$ cat config.mk
export PLATFORM = sky130hd
export DESIGN_NAME = jpip_msg_header_encoder_flat
export DESIGN_NICKNAME = d
export VERILOG_FILES = /design/src/design/jpip_pkg.sv /design/src/design/jpip_if.sv /design/src/design/jpip_front.sv /design/src/design/jpip_queue.sv /design/src/design/jpip_back.sv /design/src/design/jpip_msg_header_encoder.sv /design/src/flat_wrapper.sv
export VERILOG_INCLUDE_DIRS = /design/src /design/src/design
export SDC_FILE = /design/constraint.sdc
export NUM_CORES = 1
export LEC_CHECK = 0
export CORE_UTILIZATION = 43
export CTS_BUF_LIST = sky130_fd_sc_hd__clkbuf_8 sky130_fd_sc_hd__clkbuf_16
export DETAILED_ROUTE_END_ITERATION = 16
export DONT_BUFFER_PORTS = 1
export SYNTH_ARGS = -nofsm -noshare
export SYNTH_HDL_FRONTEND = slang
export SYNTH_SLANG_ARGS = --single-unit
$ cat constraint.sdc
create_clock -name clk -period 16.19 [get_ports clk]
set_input_delay 0.8095 -clock clk [delete_from_list [all_inputs] [get_ports clk]]
set_output_delay 0.8095 -clock clk [all_outputs]
set_load 0.01 [all_outputs]
$ cat src/design/jpip_msg_header_encoder_assert.svh
// Assertion macros shared by the header encoder modules.
// Each macro expects signals named clk and rst_n in the using module.
`ifndef JPIP_MSG_HEADER_ENCODER_ASSERT_SVH
`define JPIP_MSG_HEADER_ENCODER_ASSERT_SVH

// Same-cycle implication, checked outside reset.
`define JPIP_ASSERT_NOW(lbl, pre, post, msg) \
    lbl: assert property (@(posedge clk) disable iff (!rst_n) (pre) |-> (post)) \
        else $error(msg);

// Next-cycle implication, checked outside reset.
`define JPIP_ASSERT_NEXT(lbl, pre, post, msg) \
    lbl: assert property (@(posedge clk) disable iff (!rst_n) (pre) |=> (post)) \
        else $error(msg);

`endif

$ cat src/design/jpip_pkg.sv
// ----------------------------------------------------------------------------
// jpip_pkg
// Shared widths, codes, command type and helper function of the JPIP
// message header encoder.
// ----------------------------------------------------------------------------
`default_nettype none

package jpip_pkg;

    // Field widths.
    localparam int CLASS_BITS  = 8;
    localparam int STREAM_BITS = 32;
    localparam int ROOM_BITS   = 16;
    localparam int VAL_BITS    = 64;
    localparam int GRP_BITS    = 7;
    localparam int CNT_BITS    = 4;
    localparam int TOTAL_BITS  = 6;

    // Encoding constants.
    localparam logic [7:0]  VBAS_CONT     = 8'h80;
    localparam logic [7:0]  EXT_BIT       = 8'h80;
    localparam logic [63:0] ID_SMALL_LIM  = 64'd16;

    // Presence codes.
    localparam logic [1:0] PRES_SAME   = 2'd1;
    localparam logic [1:0] PRES_CLASS  = 2'd2;
    localparam logic [1:0] PRES_STREAM = 2'd3;

    // One classified header, handed from the front to the back.
    typedef struct packed {
        logic                   ovf;
        logic [7:0]             first_byte;
        logic [1:0]             pres;
        logic                   has_id;
        logic [VAL_BITS-1:0]    id;
        logic [CLASS_BITS-1:0]  cls;
        logic [STREAM_BITS-1:0] strm;
        logic [VAL_BITS-1:0]    off;
        logic [VAL_BITS-1:0]    len;
        logic [CNT_BITS-1:0]    id_n;
        logic [CNT_BITS-1:0]    cls_n;
        logic [CNT_BITS-1:0]    strm_n;
        logic [CNT_BITS-1:0]    off_n;
        logic [CNT_BITS-1:0]    len_n;
    } cmd_t;

    // Number of seven-bit groups in the VBAS code of a value.
    function automatic logic [CNT_BITS-1:0] vbas_len(input logic [VAL_BITS-1:0] v);
        logic [CNT_BITS-1:0] n;
        n = CNT_BITS'(1);
        for (int g = 1; g < (VAL_BITS + GRP_BITS - 1) / GRP_BITS; g++)
        begin
            if ((v >> (GRP_BITS * g)) != '0)
            begin
                n = CNT_BITS'(g + 1);
            end
        end
        return n;
    endfunction

endpackage

`default_nettype wire

$ cat src/design/jpip_if.sv
// ----------------------------------------------------------------------------
// jpip_if
// Valid/ready channels of the header encoder: header requests in, bytes out.
// ----------------------------------------------------------------------------
`default_nettype none

interface jpip_req_if;
    logic                             valid;
    logic                             ready;
    logic [jpip_pkg::VAL_BITS-1:0]    bin_id;
    logic [7:0]                       bin_class;
    logic [31:0]                      stream_index;
    logic [jpip_pkg::VAL_BITS-1:0]    msg_offset;
    logic [jpip_pkg::VAL_BITS-1:0]    msg_length;
    logic                             final_flag;
    logic [15:0]                      room;

    modport source (output valid, bin_id, bin_class, stream_index, msg_offset,
                    msg_length, final_flag, room, input ready);
    modport sink   (input valid, bin_id, bin_class, stream_index, msg_offset,
                    msg_length, final_flag, room, output ready);
endinterface

interface jpip_rsp_if;
    logic       valid;
    logic       ready;
    logic [7:0] out_byte;
    logic       end_of_header;
    logic       overflow;

    modport source (output valid, out_byte, end_of_header, overflow, input ready);
    modport sink   (input valid, out_byte, end_of_header, overflow, output ready);
endinterface

`default_nettype wire

$ cat src/design/jpip_front.sv
// ----------------------------------------------------------------------------
// jpip_front
// Accepts header requests, picks the presence, sizes every VBAS code, checks
// the total against the free room and queues one command per request.
// ----------------------------------------------------------------------------
`default_nettype none

module jpip_front (
    input  wire logic        clk,
    input  wire logic        rst_n,
    jpip_req_if.sink         req,
    input  wire logic        full,
    output logic             push,
    output jpip_pkg::cmd_t   push_data
);

    logic [jpip_pkg::CLASS_BITS-1:0]  prev_class_reg, prev_class_next;
    logic [jpip_pkg::STREAM_BITS-1:0] prev_stream_reg, prev_stream_next;
    logic                             ovf_seen_reg, ovf_seen_next;

    logic [jpip_pkg::CLASS_BITS-1:0]  cls;
    logic [jpip_pkg::STREAM_BITS-1:0] strm;
    logic [1:0]                       pres;
    logic                             has_id;
    logic [jpip_pkg::CNT_BITS-1:0]    id_n, cls_n, strm_n, off_n, len_n;
    logic [jpip_pkg::TOTAL_BITS-1:0]  total;
    logic                             ovf;

    // A request is taken whenever the queue has a free slot.
    assign req.ready = !full;
    assign push      = req.valid && !full;

    // Classification and sizing.
    always_comb
    begin
        cls    = req.bin_class[jpip_pkg::CLASS_BITS-1:0];
        strm   = req.stream_index[jpip_pkg::STREAM_BITS-1:0];
        pres   = jpip_pkg::PRES_SAME;
        if (prev_class_reg != cls)
        begin
            pres = jpip_pkg::PRES_CLASS;
        end
        if (prev_stream_reg != strm)
        begin
            pres = jpip_pkg::PRES_STREAM;
        end
        has_id = req.bin_id >= jpip_pkg::ID_SMALL_LIM;
        id_n   = jpip_pkg::vbas_len(req.bin_id);
        cls_n  = jpip_pkg::vbas_len(jpip_pkg::VAL_BITS'(cls));
        strm_n = jpip_pkg::vbas_len(jpip_pkg::VAL_BITS'(strm));
        off_n  = jpip_pkg::vbas_len(req.msg_offset);
        len_n  = jpip_pkg::vbas_len(req.msg_length);

        total = jpip_pkg::TOTAL_BITS'(1)
              + (has_id ? jpip_pkg::TOTAL_BITS'(id_n) : '0)
              + ((pres != jpip_pkg::PRES_SAME) ? jpip_pkg::TOTAL_BITS'(cls_n) : '0)
              + ((pres == jpip_pkg::PRES_STREAM) ? jpip_pkg::TOTAL_BITS'(strm_n) : '0)
              + jpip_pkg::TOTAL_BITS'(off_n)
              + jpip_pkg::TOTAL_BITS'(len_n);
        ovf = ovf_seen_reg
           || (jpip_pkg::ROOM_BITS'(total) > req.room[jpip_pkg::ROOM_BITS-1:0]);
    end

    // Command fields for the back end.
    always_comb
    begin
        push_data            = '0;
        push_data.ovf        = ovf;
        push_data.pres       = pres;
        push_data.has_id     = has_id;
        push_data.first_byte = {1'b0, pres, req.final_flag,
                                has_id ? 4'h0 : req.bin_id[3:0]};
        if (has_id)
        begin
            push_data.first_byte = push_data.first_byte | jpip_pkg::EXT_BIT;
        end
        push_data.id     = req.bin_id;
        push_data.cls    = cls;
        push_data.strm   = strm;
        push_data.off    = req.msg_offset;
        push_data.len    = req.msg_length;
        push_data.id_n   = id_n;
        push_data.cls_n  = cls_n;
        push_data.strm_n = strm_n;
        push_data.off_n  = off_n;
        push_data.len_n  = len_n;
    end

    // History update: an emitted header sets it, an overflow sticks.
    always_comb
    begin
        prev_class_next  = prev_class_reg;
        prev_stream_next = prev_stream_reg;
        ovf_seen_next    = ovf_seen_reg;
        if (push)
        begin
            if (ovf)
            begin
                ovf_seen_next = 1'b1;
            end
            else
            begin
                prev_class_next  = cls;
                prev_stream_next = strm;
            end
        end
    end

    always_ff @(posedge clk or negedge rst_n)
    begin
        if (!rst_n)
        begin
            prev_class_reg  <= '0;
            prev_stream_reg <= '0;
            ovf_seen_reg    <= 1'b0;
        end
        else
        begin
            prev_class_reg  <= prev_class_next;
            prev_stream_reg <= prev_stream_next;
            ovf_seen_reg    <= ovf_seen_next;
        end
    end

endmodule

`default_nettype wire

$ cat src/design/jpip_queue.sv
// ----------------------------------------------------------------------------
// jpip_queue
// Two-entry command queue between the front and the back end.
// ----------------------------------------------------------------------------
`default_nettype none

`include "jpip_msg_header_encoder_assert.svh"

module jpip_queue (
    input  wire logic            clk,
    input  wire logic            rst_n,
    input  wire logic            push,
    input  wire jpip_pkg::cmd_t  push_data,
    output logic                 full,
    input  wire logic            pop,
    output logic                 q_valid,
    output jpip_pkg::cmd_t       q_data
);

    jpip_pkg::cmd_t entry_reg [2];
    logic           wr_ptr_reg, wr_ptr_next;
    logic           rd_ptr_reg, rd_ptr_next;
    logic [1:0]     count_reg, count_next;

    assign full    = count_reg == 2'd2;
    assign q_valid = count_reg != 2'd0;
    assign q_data  = entry_reg[rd_ptr_reg];

    // Pointer and fill bookkeeping.
    always_comb
    begin
        wr_ptr_next = wr_ptr_reg;
        rd_ptr_next = rd_ptr_reg;
        count_next  = count_reg;
        if (push)
        begin
            wr_ptr_next = !wr_ptr_reg;
        end
        if (pop)
        begin
            rd_ptr_next = !rd_ptr_reg;
        end
        if (push && !pop)
        begin
            count_next = count_reg + 2'd1;
        end
        else if (pop && !push)
        begin
            count_next = count_reg - 2'd1;
        end
    end

    always_ff @(posedge clk or negedge rst_n)
    begin
        if (!rst_n)
        begin
            wr_ptr_reg <= 1'b0;
            rd_ptr_reg <= 1'b0;
            count_reg  <= 2'd0;
        end
        else
        begin
            wr_ptr_reg <= wr_ptr_next;
            rd_ptr_reg <= rd_ptr_next;
            count_reg  <= count_next;
        end
    end

    // Entry storage needs no reset.
    always_ff @(posedge clk)
    begin
        if (push)
        begin
            entry_reg[wr_ptr_reg] <= push_data;
        end
    end

    `JPIP_ASSERT_NOW(a_no_push_full, full, !push, "queue written while full")
    `JPIP_ASSERT_NOW(a_no_pop_empty, pop, q_valid, "queue read while empty")

endmodule

`default_nettype wire

$ cat src/design/jpip_back.sv
// ----------------------------------------------------------------------------
// jpip_back
// Takes queued commands and emits the header, one byte per cycle unless the
// output stalls, via a registered stage: first byte, then VBAS codes in order.
// ----------------------------------------------------------------------------
`default_nettype none

`include "jpip_msg_header_encoder_assert.svh"

module jpip_back (
    input  wire logic            clk,
    input  wire logic            rst_n,
    input  wire logic            q_valid,
    input  wire jpip_pkg::cmd_t  q_data,
    output logic                 pop,
    jpip_rsp_if.source           rsp
);

    typedef enum logic [2:0] {
        PH_FIRST,
        PH_ID,
        PH_CLS,
        PH_STRM,
        PH_OFF,
        PH_LEN
    } phase_t;

    jpip_pkg::cmd_t                cmd_reg, cmd_next;
    phase_t                        phase_reg, phase_next;
    logic                          busy_reg, busy_next;
    logic [jpip_pkg::CNT_BITS-1:0] grp_reg, grp_next;
    logic                          out_valid_reg, out_valid_next;
    logic [7:0]                    out_byte_reg, out_byte_next;
    logic                          out_eoh_reg, out_eoh_next;
    logic                          out_ovf_reg, out_ovf_next;

    logic                          out_adv;
    phase_t                        fld_next;
    logic [jpip_pkg::VAL_BITS-1:0] fld_val;
    logic [69:0]                   fld_ext;
    logic [6:0]                    grp_pos;
    logic [jpip_pkg::GRP_BITS-1:0] grp_bits;

    // Group count of the code emitted in a given phase.
    function automatic logic [jpip_pkg::CNT_BITS-1:0] field_len(input phase_t p,
                                                               input jpip_pkg::cmd_t c);
        logic [jpip_pkg::CNT_BITS-1:0] n;
        case (p)
            PH_ID:   n = c.id_n;
            PH_CLS:  n = c.cls_n;
            PH_STRM: n = c.strm_n;
            PH_OFF:  n = c.off_n;
            PH_LEN:  n = c.len_n;
            default: n = jpip_pkg::CNT_BITS'(1);
        endcase
        return n;
    endfunction

    assign rsp.valid         = out_valid_reg;
    assign rsp.out_byte      = out_byte_reg;
    assign rsp.end_of_header = out_eoh_reg;
    assign rsp.overflow      = out_ovf_reg;

    // The output stage can take a byte when empty or being drained.
    assign out_adv = !out_valid_reg || rsp.ready;
    assign pop     = !busy_reg && q_valid;

    // Phase that follows the current one for this header.
    always_comb
    begin
        case (phase_reg)
            PH_FIRST:
            begin
                if (cmd_reg.has_id)
                begin
                    fld_next = PH_ID;
                end
                else if (cmd_reg.pres != jpip_pkg::PRES_SAME)
                begin
                    fld_next = PH_CLS;
                end
                else
                begin
                    fld_next = PH_OFF;
                end
            end
            PH_ID:
            begin
                fld_next = (cmd_reg.pres != jpip_pkg::PRES_SAME) ? PH_CLS : PH_OFF;
            end
            PH_CLS:
            begin
                fld_next = (cmd_reg.pres == jpip_pkg::PRES_STREAM) ? PH_STRM : PH_OFF;
            end
            PH_STRM: fld_next = PH_OFF;
            PH_OFF:  fld_next = PH_LEN;
            default: fld_next = PH_LEN;
        endcase
    end

    // Seven-bit group selection, most significant group first.
    always_comb
    begin
        case (phase_reg)
            PH_ID:   fld_val = cmd_reg.id;
            PH_CLS:  fld_val = jpip_pkg::VAL_BITS'(cmd_reg.cls);
            PH_STRM: fld_val = jpip_pkg::VAL_BITS'(cmd_reg.strm);
            PH_OFF:  fld_val = cmd_reg.off;
            PH_LEN:  fld_val = cmd_reg.len;
            default: fld_val = '0;
        endcase
        fld_ext  = {6'd0, fld_val};
        grp_pos  = 7'(grp_reg - jpip_pkg::CNT_BITS'(1)) * 7'd7;
        grp_bits = fld_ext[grp_pos +: jpip_pkg::GRP_BITS];
    end

    // Sequencer and output stage.
    always_comb
    begin
        cmd_next       = cmd_reg;
        phase_next     = phase_reg;
        busy_next      = busy_reg;
        grp_next       = grp_reg;
        out_valid_next = out_valid_reg;
        out_byte_next  = out_byte_reg;
        out_eoh_next   = out_eoh_reg;
        out_ovf_next   = out_ovf_reg;
        if (out_valid_reg && rsp.ready)
        begin
            out_valid_next = 1'b0;
        end
        if (pop)
        begin
            cmd_next   = q_data;
            busy_next  = 1'b1;
            phase_next = PH_FIRST;
        end
        else if (busy_reg && out_adv)
        begin
            out_valid_next = 1'b1;
            if (phase_reg == PH_FIRST)
            begin
                out_byte_next = cmd_reg.ovf ? 8'h00 : cmd_reg.first_byte;
                out_eoh_next  = cmd_reg.ovf;
                out_ovf_next  = cmd_reg.ovf;
                if (cmd_reg.ovf)
                begin
                    busy_next = 1'b0;
                end
                else
                begin
                    phase_next = fld_next;
                    grp_next   = field_len(fld_next, cmd_reg);
                end
            end
            else
            begin
                out_byte_next = {1'b0, grp_bits};
                if (grp_reg != jpip_pkg::CNT_BITS'(1))
                begin
                    out_byte_next = out_byte_next | jpip_pkg::VBAS_CONT;
                end
                out_eoh_next = (phase_reg == PH_LEN) && (grp_reg == jpip_pkg::CNT_BITS'(1));
                out_ovf_next = 1'b0;
                if (grp_reg == jpip_pkg::CNT_BITS'(1))
                begin
                    if (phase_reg == PH_LEN)
                    begin
                        busy_next = 1'b0;
                    end
                    else
                    begin
                        phase_next = fld_next;
                        grp_next   = field_len(fld_next, cmd_reg);
                    end
                end
                else
                begin
                    grp_next = grp_reg - jpip_pkg::CNT_BITS'(1);
                end
            end
        end
    end

    // State and registered outputs.
    always_ff @(posedge clk or negedge rst_n)
    begin
        if (!rst_n)
        begin
            cmd_reg       <= '0;
            phase_reg     <= PH_FIRST;
            busy_reg      <= 1'b0;
            grp_reg       <= '0;
            out_valid_reg <= 1'b0;
            out_byte_reg  <= '0;
            out_eoh_reg   <= 1'b0;
            out_ovf_reg   <= 1'b0;
        end
        else
        begin
            cmd_reg       <= cmd_next;
            phase_reg     <= phase_next;
            busy_reg      <= busy_next;
            grp_reg       <= grp_next;
            out_valid_reg <= out_valid_next;
            out_byte_reg  <= out_byte_next;
            out_eoh_reg   <= out_eoh_next;
            out_ovf_reg   <= out_ovf_next;
        end
    end

    `JPIP_ASSERT_NOW(a_ovf_alone, out_valid_reg && out_ovf_reg,
                     out_eoh_reg && (out_byte_reg == 8'h00),
                     "overflow result is not a lone zero byte")
    `JPIP_ASSERT_NOW(a_grp_live, busy_reg && (phase_reg != PH_FIRST), grp_reg != '0,
                     "group counter empty inside a code")
    `JPIP_ASSERT_NEXT(a_pop_start, pop, busy_reg && (phase_reg == PH_FIRST),
                      "command not started after pop")

endmodule

`default_nettype wire

$ cat src/design/jpip_msg_header_encoder.sv
// JPIP message header encoder.
// The req channel takes one request per message header (bin id, class,
// codestream index, offset, length, last-byte flag and free room); the rsp
// channel returns the header one byte per transfer, end_of_header marking the
// last byte. Both use valid/ready; a request moves when both are high.
// The back end loads the command, then passes each byte through the single
// byte-wide output register. Headers run from 3 to 38 bytes. An accepted
// request's command passes the queue entry and the command register before
// its first byte reaches the output register. A two-entry command queue lets
// the next requests be classified while a header is still being sent.
// When a header does not fit in room, or once any header has overflowed,
// a single result with out_byte 0, end_of_header 1 and overflow 1 is sent
// and the class and codestream history stay as they were.
// Reset clears the history, the sticky overflow flag, the queue and the
// output stage. A stalled receiver holds the current byte; the queue then
// fills and req.ready drops.
// ----------------------------------------------------------------------------
// jpip_msg_header_encoder
// Top level: front classifier, command queue and byte serializer.
// ----------------------------------------------------------------------------
`default_nettype none

module jpip_msg_header_encoder (
    input  wire logic clk,
    input  wire logic rst_n,
    jpip_req_if.sink  req,
    jpip_rsp_if.source rsp
);

    logic           push;
    logic           full;
    logic           pop;
    logic           q_valid;
    jpip_pkg::cmd_t push_data;
    jpip_pkg::cmd_t q_data;

    // Request classification.
    jpip_front u_front (
        .clk       (clk),
        .rst_n     (rst_n),
        .req       (req),
        .full      (full),
        .push      (push),
        .push_data (push_data)
    );

    // Decoupling queue.
    jpip_queue u_queue (
        .clk       (clk),
        .rst_n     (rst_n),
        .push      (push),
        .push_data (push_data),
        .full      (full),
        .pop       (pop),
        .q_valid   (q_valid),
        .q_data    (q_data)
    );

    // Byte serializer.
    jpip_back u_back (
        .clk     (clk),
        .rst_n   (rst_n),
        .q_valid (q_valid),
        .q_data  (q_data),
        .pop     (pop),
        .rsp     (rsp)
    );

endmodule

`default_nettype wire

$ cat src/flat_wrapper.sv
// flat-port wrapper written by rule: the top's interface ports become plain ports
module jpip_msg_header_encoder_flat 
  (clk, rst_n, req_valid, req_bin_id, req_bin_class, req_stream_index, req_msg_offset, req_msg_length, req_final_flag, req_room, req_ready, rsp_valid, rsp_out_byte, rsp_end_of_header, rsp_overflow, rsp_ready);
  jpip_req_if req_i ();
  jpip_rsp_if rsp_i ();
  input  wire logic clk;
  input  wire logic rst_n;
  input wire logic [$bits(req_i.valid)-1:0] req_valid;
  input wire logic [$bits(req_i.bin_id)-1:0] req_bin_id;
  input wire logic [$bits(req_i.bin_class)-1:0] req_bin_class;
  input wire logic [$bits(req_i.stream_index)-1:0] req_stream_index;
  input wire logic [$bits(req_i.msg_offset)-1:0] req_msg_offset;
  input wire logic [$bits(req_i.msg_length)-1:0] req_msg_length;
  input wire logic [$bits(req_i.final_flag)-1:0] req_final_flag;
  input wire logic [$bits(req_i.room)-1:0] req_room;
  output wire logic [$bits(req_i.ready)-1:0] req_ready;
  output wire logic [$bits(rsp_i.valid)-1:0] rsp_valid;
  output wire logic [$bits(rsp_i.out_byte)-1:0] rsp_out_byte;
  output wire logic [$bits(rsp_i.end_of_header)-1:0] rsp_end_of_header;
  output wire logic [$bits(rsp_i.overflow)-1:0] rsp_overflow;
  input wire logic [$bits(rsp_i.ready)-1:0] rsp_ready;
  assign req_i.valid = req_valid;
  assign req_i.bin_id = req_bin_id;
  assign req_i.bin_class = req_bin_class;
  assign req_i.stream_index = req_stream_index;
  assign req_i.msg_offset = req_msg_offset;
  assign req_i.msg_length = req_msg_length;
  assign req_i.final_flag = req_final_flag;
  assign req_i.room = req_room;
  assign req_ready = req_i.ready;
  assign rsp_valid = rsp_i.valid;
  assign rsp_out_byte = rsp_i.out_byte;
  assign rsp_end_of_header = rsp_i.end_of_header;
  assign rsp_overflow = rsp_i.overflow;
  assign rsp_i.ready = rsp_ready;
  jpip_msg_header_encoder u_core (.clk(clk), .rst_n(rst_n), .req(req_i), .rsp(rsp_i));
endmodule
==> flow_results.org <==
** STA
- Counting I/O delays and the setup requirement, the final critical path takes 6.99 ns.
- At the pin with the least slew margin, the transition time is 1.27 ns.
- Clock skew :: between 0.02 and 0.03 ns
- Final-report max-slew violation count :: 0
- In the finished design, the share of the clock period the worst path needs comes to 0.432.
- Setup TNS :: 0 ns
- Highest attainable clock frequency :: 143 MHz
- Setup violations remaining at the end of the flow were counted as 0.
- The final-report hold violation count was 0.
- Worst slew slack as a fraction of its limit :: 0.155
- Setup repair after global routing missed its margin :: false

** Critical path
- Data required, critical path :: 16.72 ns
- On the worst path, the slowest cell contributes a delay of between 0.9 and 1 ns.
- Worst-path cell chain :: nor4_1 -> nand4_1 -> nor3_1 -> inv_1 -> nand2_1 -> ha_1 -> inv_1 -> fa_1 -> inv_1 -> fa_1 -> inv_1 -> ha_1 -> fa_1 -> a21o_1 -> a21oi_1 -> xnor2_1 -> ha_1 -> o21a_1 -> o221ai_1 -> nand2_1 -> buf_4 -> mux2_2
- The worst setup path is captured at a flip-flop.
- By instance count, the cell type seen most on the critical path is inv_1.
- Worst setup path class :: input port to flip-flop
- For this design, the slowest cell found on the critical path is nor3_1.
- The worst setup path is launched from an input port.
- Maximum fanout encountered on the critical timing path :: 40
- For the worst setup path, the data arrival time is around 7.5 ns.

** Clocking
- TritonCTS clock tree :: yes
- CTS HTree Levels :: 3
- Number of buffers between clock root and the deepest sink :: 3
- Post-CTS resize count :: 0
- The root buffer cell chosen for the clock tree is clkbuf_16.
- For the worst-skew pair, the clock arrives at the later sink with an insertion delay of ~0.66 ns.
- # clock sinks :: 835
- After clock tree synthesis, the clock-pin slew on the worst setup and hold paths is about 0.06 ns.
- The number of clock buffers added by TritonCTS is 89.

** Detailed routing
- The first routing iteration left 1773 violations.
- In the routed design, unresolved DRC markers number 0.
- Mean routed wirelength per cell :: 25.5 µm
- In the routed layout, each cell is associated on average with a via count of approximately 5.8.
- For this run, the detailed router's first-pass iteration total came to 7.
- Detailed routing inserted a total of approximately 23000 vias.
- For this block, the routed nets add up to between 100 and 150 mm of wire.
- Once detail routing completed, the nets flagged for antenna violations numbered 0.

** Logic synthesis
- Post-Syn Area per Cell :: around 13 µm²
- Count of state elements after synthesis :: around 840
- The mapped netlist covers 36700 µm².
- For this run, the number of Yosys warnings is 0.
- Post-Synthesis Cells :: 2833
- Asr flop ratio synth :: 0.384
- Number of nets in the synthesized netlist :: between 3000 and 4000
- Most used DFF post-synth :: edfxtp_1
- The synthesized design contains just over 500 enable-type register cells.
- Sorting the synthesized cells by area gives the leading types as edfxtp_1 42%, dfrtp_1 22%, mux2i_1 8.6%.
- Sequential element share of the synthesized area :: 0.639
- The synthesized design spends more area on one cell type than any other, namely edfxtp_1.
- The synthesized netlist contains slightly below 100 unique library cells.
- Area share of the largest cell type after synthesis :: 0.420

** Cells and area
- Total area of multi-input combinational cells :: ~12000 µm²
- The layout has 7392 filler cells.
- Area of all sequential standard cells :: 23500 µm²
- Number of nets in the final layout :: slightly above 3000
- Proportion of layout cells with a drive suffix above 1 :: 0.0941
- The register with the most flip-flops in the layout has 514 of them.
- Relative to the synthesized area, the layout overhead comes to 11.1%.
- Commonest non-fill, non-tap cells in the layout :: 514 x edfxtp_1, 357 x nand2_1, 317 x mux2i_1, 316 x dfrtp_1, 305 x o21ai_0
- Most common cell after layout, fill and taps aside :: edfxtp_1
- 0 antenna diodes ended up in the layout.

** Global route
- Antenna violations before repair :: 1
- Largest net degree at the start of global routing :: 322
- In the global route stage, met3 resource usage came out at 0.0504.
- Global route overflow :: 0
- Overall Global Routing Usage :: 0.236
- Number of global-route vias before repair :: roughly 23000
- The first global-routing pass estimated ~150 mm of wire.
- In the global route stage, met2 resource usage came out at 0.397.
- Most crowded layer after global routing :: met2
- For this run, global-route usage on met1 was measured as 0.306.

** Place
- The HPWL after detailed placement is around 70 mm.
- Count of buffers inserted at the top-level ports :: 0
- The congestion estimate from routability-driven global placement came to a little over 0.9.

** Run status
- The run finished with clean final reports.

** Floorplan
- about 270 I/O pins were placed.
- Initial cell density of the core :: 0.437
- Die X-Extent :: 294 µm
- Full die area :: between 80000 and 90000 µm²
- Placeable core area :: 84100 µm²
- Vertical extent of the die :: 294 µm
- Row Count :: 106

** Flow run
- MaxCap Viol Count :: 0

** Min path
- The worst hold path belongs to the class input port to async pin.
==> path summary, 6_finish.rpt <==
kind	cells past startpoint	slack, ns	endpoint	from
setup / recovery	22	9.20	u_core.u_front.prev_stream_reg[12]	req_bin_id[58]
hold / removal	1	0.02	u_core.u_back.cmd_reg[56]	rst_n
setup reg to reg	21	9.77	u_core.u_front.prev_stream_reg[12]	u_core.u_front.prev_stream_reg[25]
hold reg to reg	2	0.47	u_core.u_back.cmd_reg[92]	u_core.u_back.cmd_reg[92]
max in group asynchronous	2	14.91	u_core.u_queue.rd_ptr_reg	rst_n
min in group clk	0	0.24	u_core.u_queue.entry_reg[0][185]	req_bin_id[0]
==> cell usage after synthesis, types with 12 or more instances <==
| cell type | count |
|---|---|
| edfxtp_1 | 514 |
| nand2_1 | 357 |
| dfrtp_1 | 321 |
| mux2i_1 | 317 |
| o21ai_0 | 305 |
| clkbuf_1 | 124 |
| nor2_1 | 93 |
| mux2_2 | 61 |
| nor3_1 | 43 |
| a21oi_1 | 41 |
| nor4_1 | 38 |
| xor2_1 | 38 |
| o22ai_1 | 33 |
| inv_1 | 32 |
| a22oi_1 | 31 |
| ha_1 | 28 |
| nand3_1 | 22 |
| buf_2 | 21 |
| nand2b_1 | 20 |
| o211ai_1 | 20 |
| a211oi_1 | 17 |
| nand4_1 | 16 |
| xnor2_1 | 16 |
| a31oi_1 | 15 |
| o221ai_1 | 15 |
| or4_1 | 14 |
| o31ai_1 | 13 |
| and2_1 | 12 |
==> worst max-delay path, delay by kind of cell <==
kind	cells	cell delay [ns]
adder cells (fa/ha/maj)	6	2.07
XOR/XNOR	1	0.11
multiplexers	1	0.40
AO/OA/AOI/OAI	4	0.62
buffers and inverters	5	0.80
AND/OR/NAND/NOR	5	2.63
==> cells by family (layout without fill, tap and decap cells) <==
group / Yosys count / count (layout) / synth area share
compound gates: 618 / 618 / 0.107
xor+xnor: 55 / 55 / 0.0135
fa+ha+maj: 39 / 39 / 0.0155
buf+inv: 204 / 240 / 0.0244
flops: 835 / 835 / 0.639
mux: 388 / 388 / 0.110
simple gates: 694 / 694 / 0.0906
==> area by class of cell <==
cell class | count | area share
Sequential cell | 835 | 0.575
Clock inverter | 67 | 0.0149
Clock buffer | 100 | 0.0588
Inverter | 35 | 0.00340
Timing Repair Buffer | 38 | 0.00938
Multi-Input combinational cell | 1794 | 0.304
Tap cell | 1134 | 0.0348
==> per-stage QoR <==
stage	setup slack [ns]	std cells	hold slack [ns]	util	area, µm²
after floorplan	3.73	2833	0.441	-	36700
after global placement	8.52	3833	0.456	0.449	37700
after detailed placement	8.42	3833	0.466	0.449	37700
after CTS	9.12	4001	0.193	0.485	40800
after global routing	8.71	4003	0.00146	0.486	40800
final	9.20	4003	0.0174	0.486	40800
==> routing by layer <==
metal | vias up | routed length [µm]
met5 | - | 0
met4 | 0 | 2670
met3 | 145 | 6100
met2 | 638 | 50700
met1 | 11600 | 42800
li1 | 10600 | -
==> what timing repair did <==
action                                 CTS  global route
endpoints found under the hold margin  321             0
hold buffers                             1             0
setup buffers                            0             0
Power is left out: the tool's default activity adds up to more than one toggle a clock period on the data nets, which glitch-free logic cannot reach.
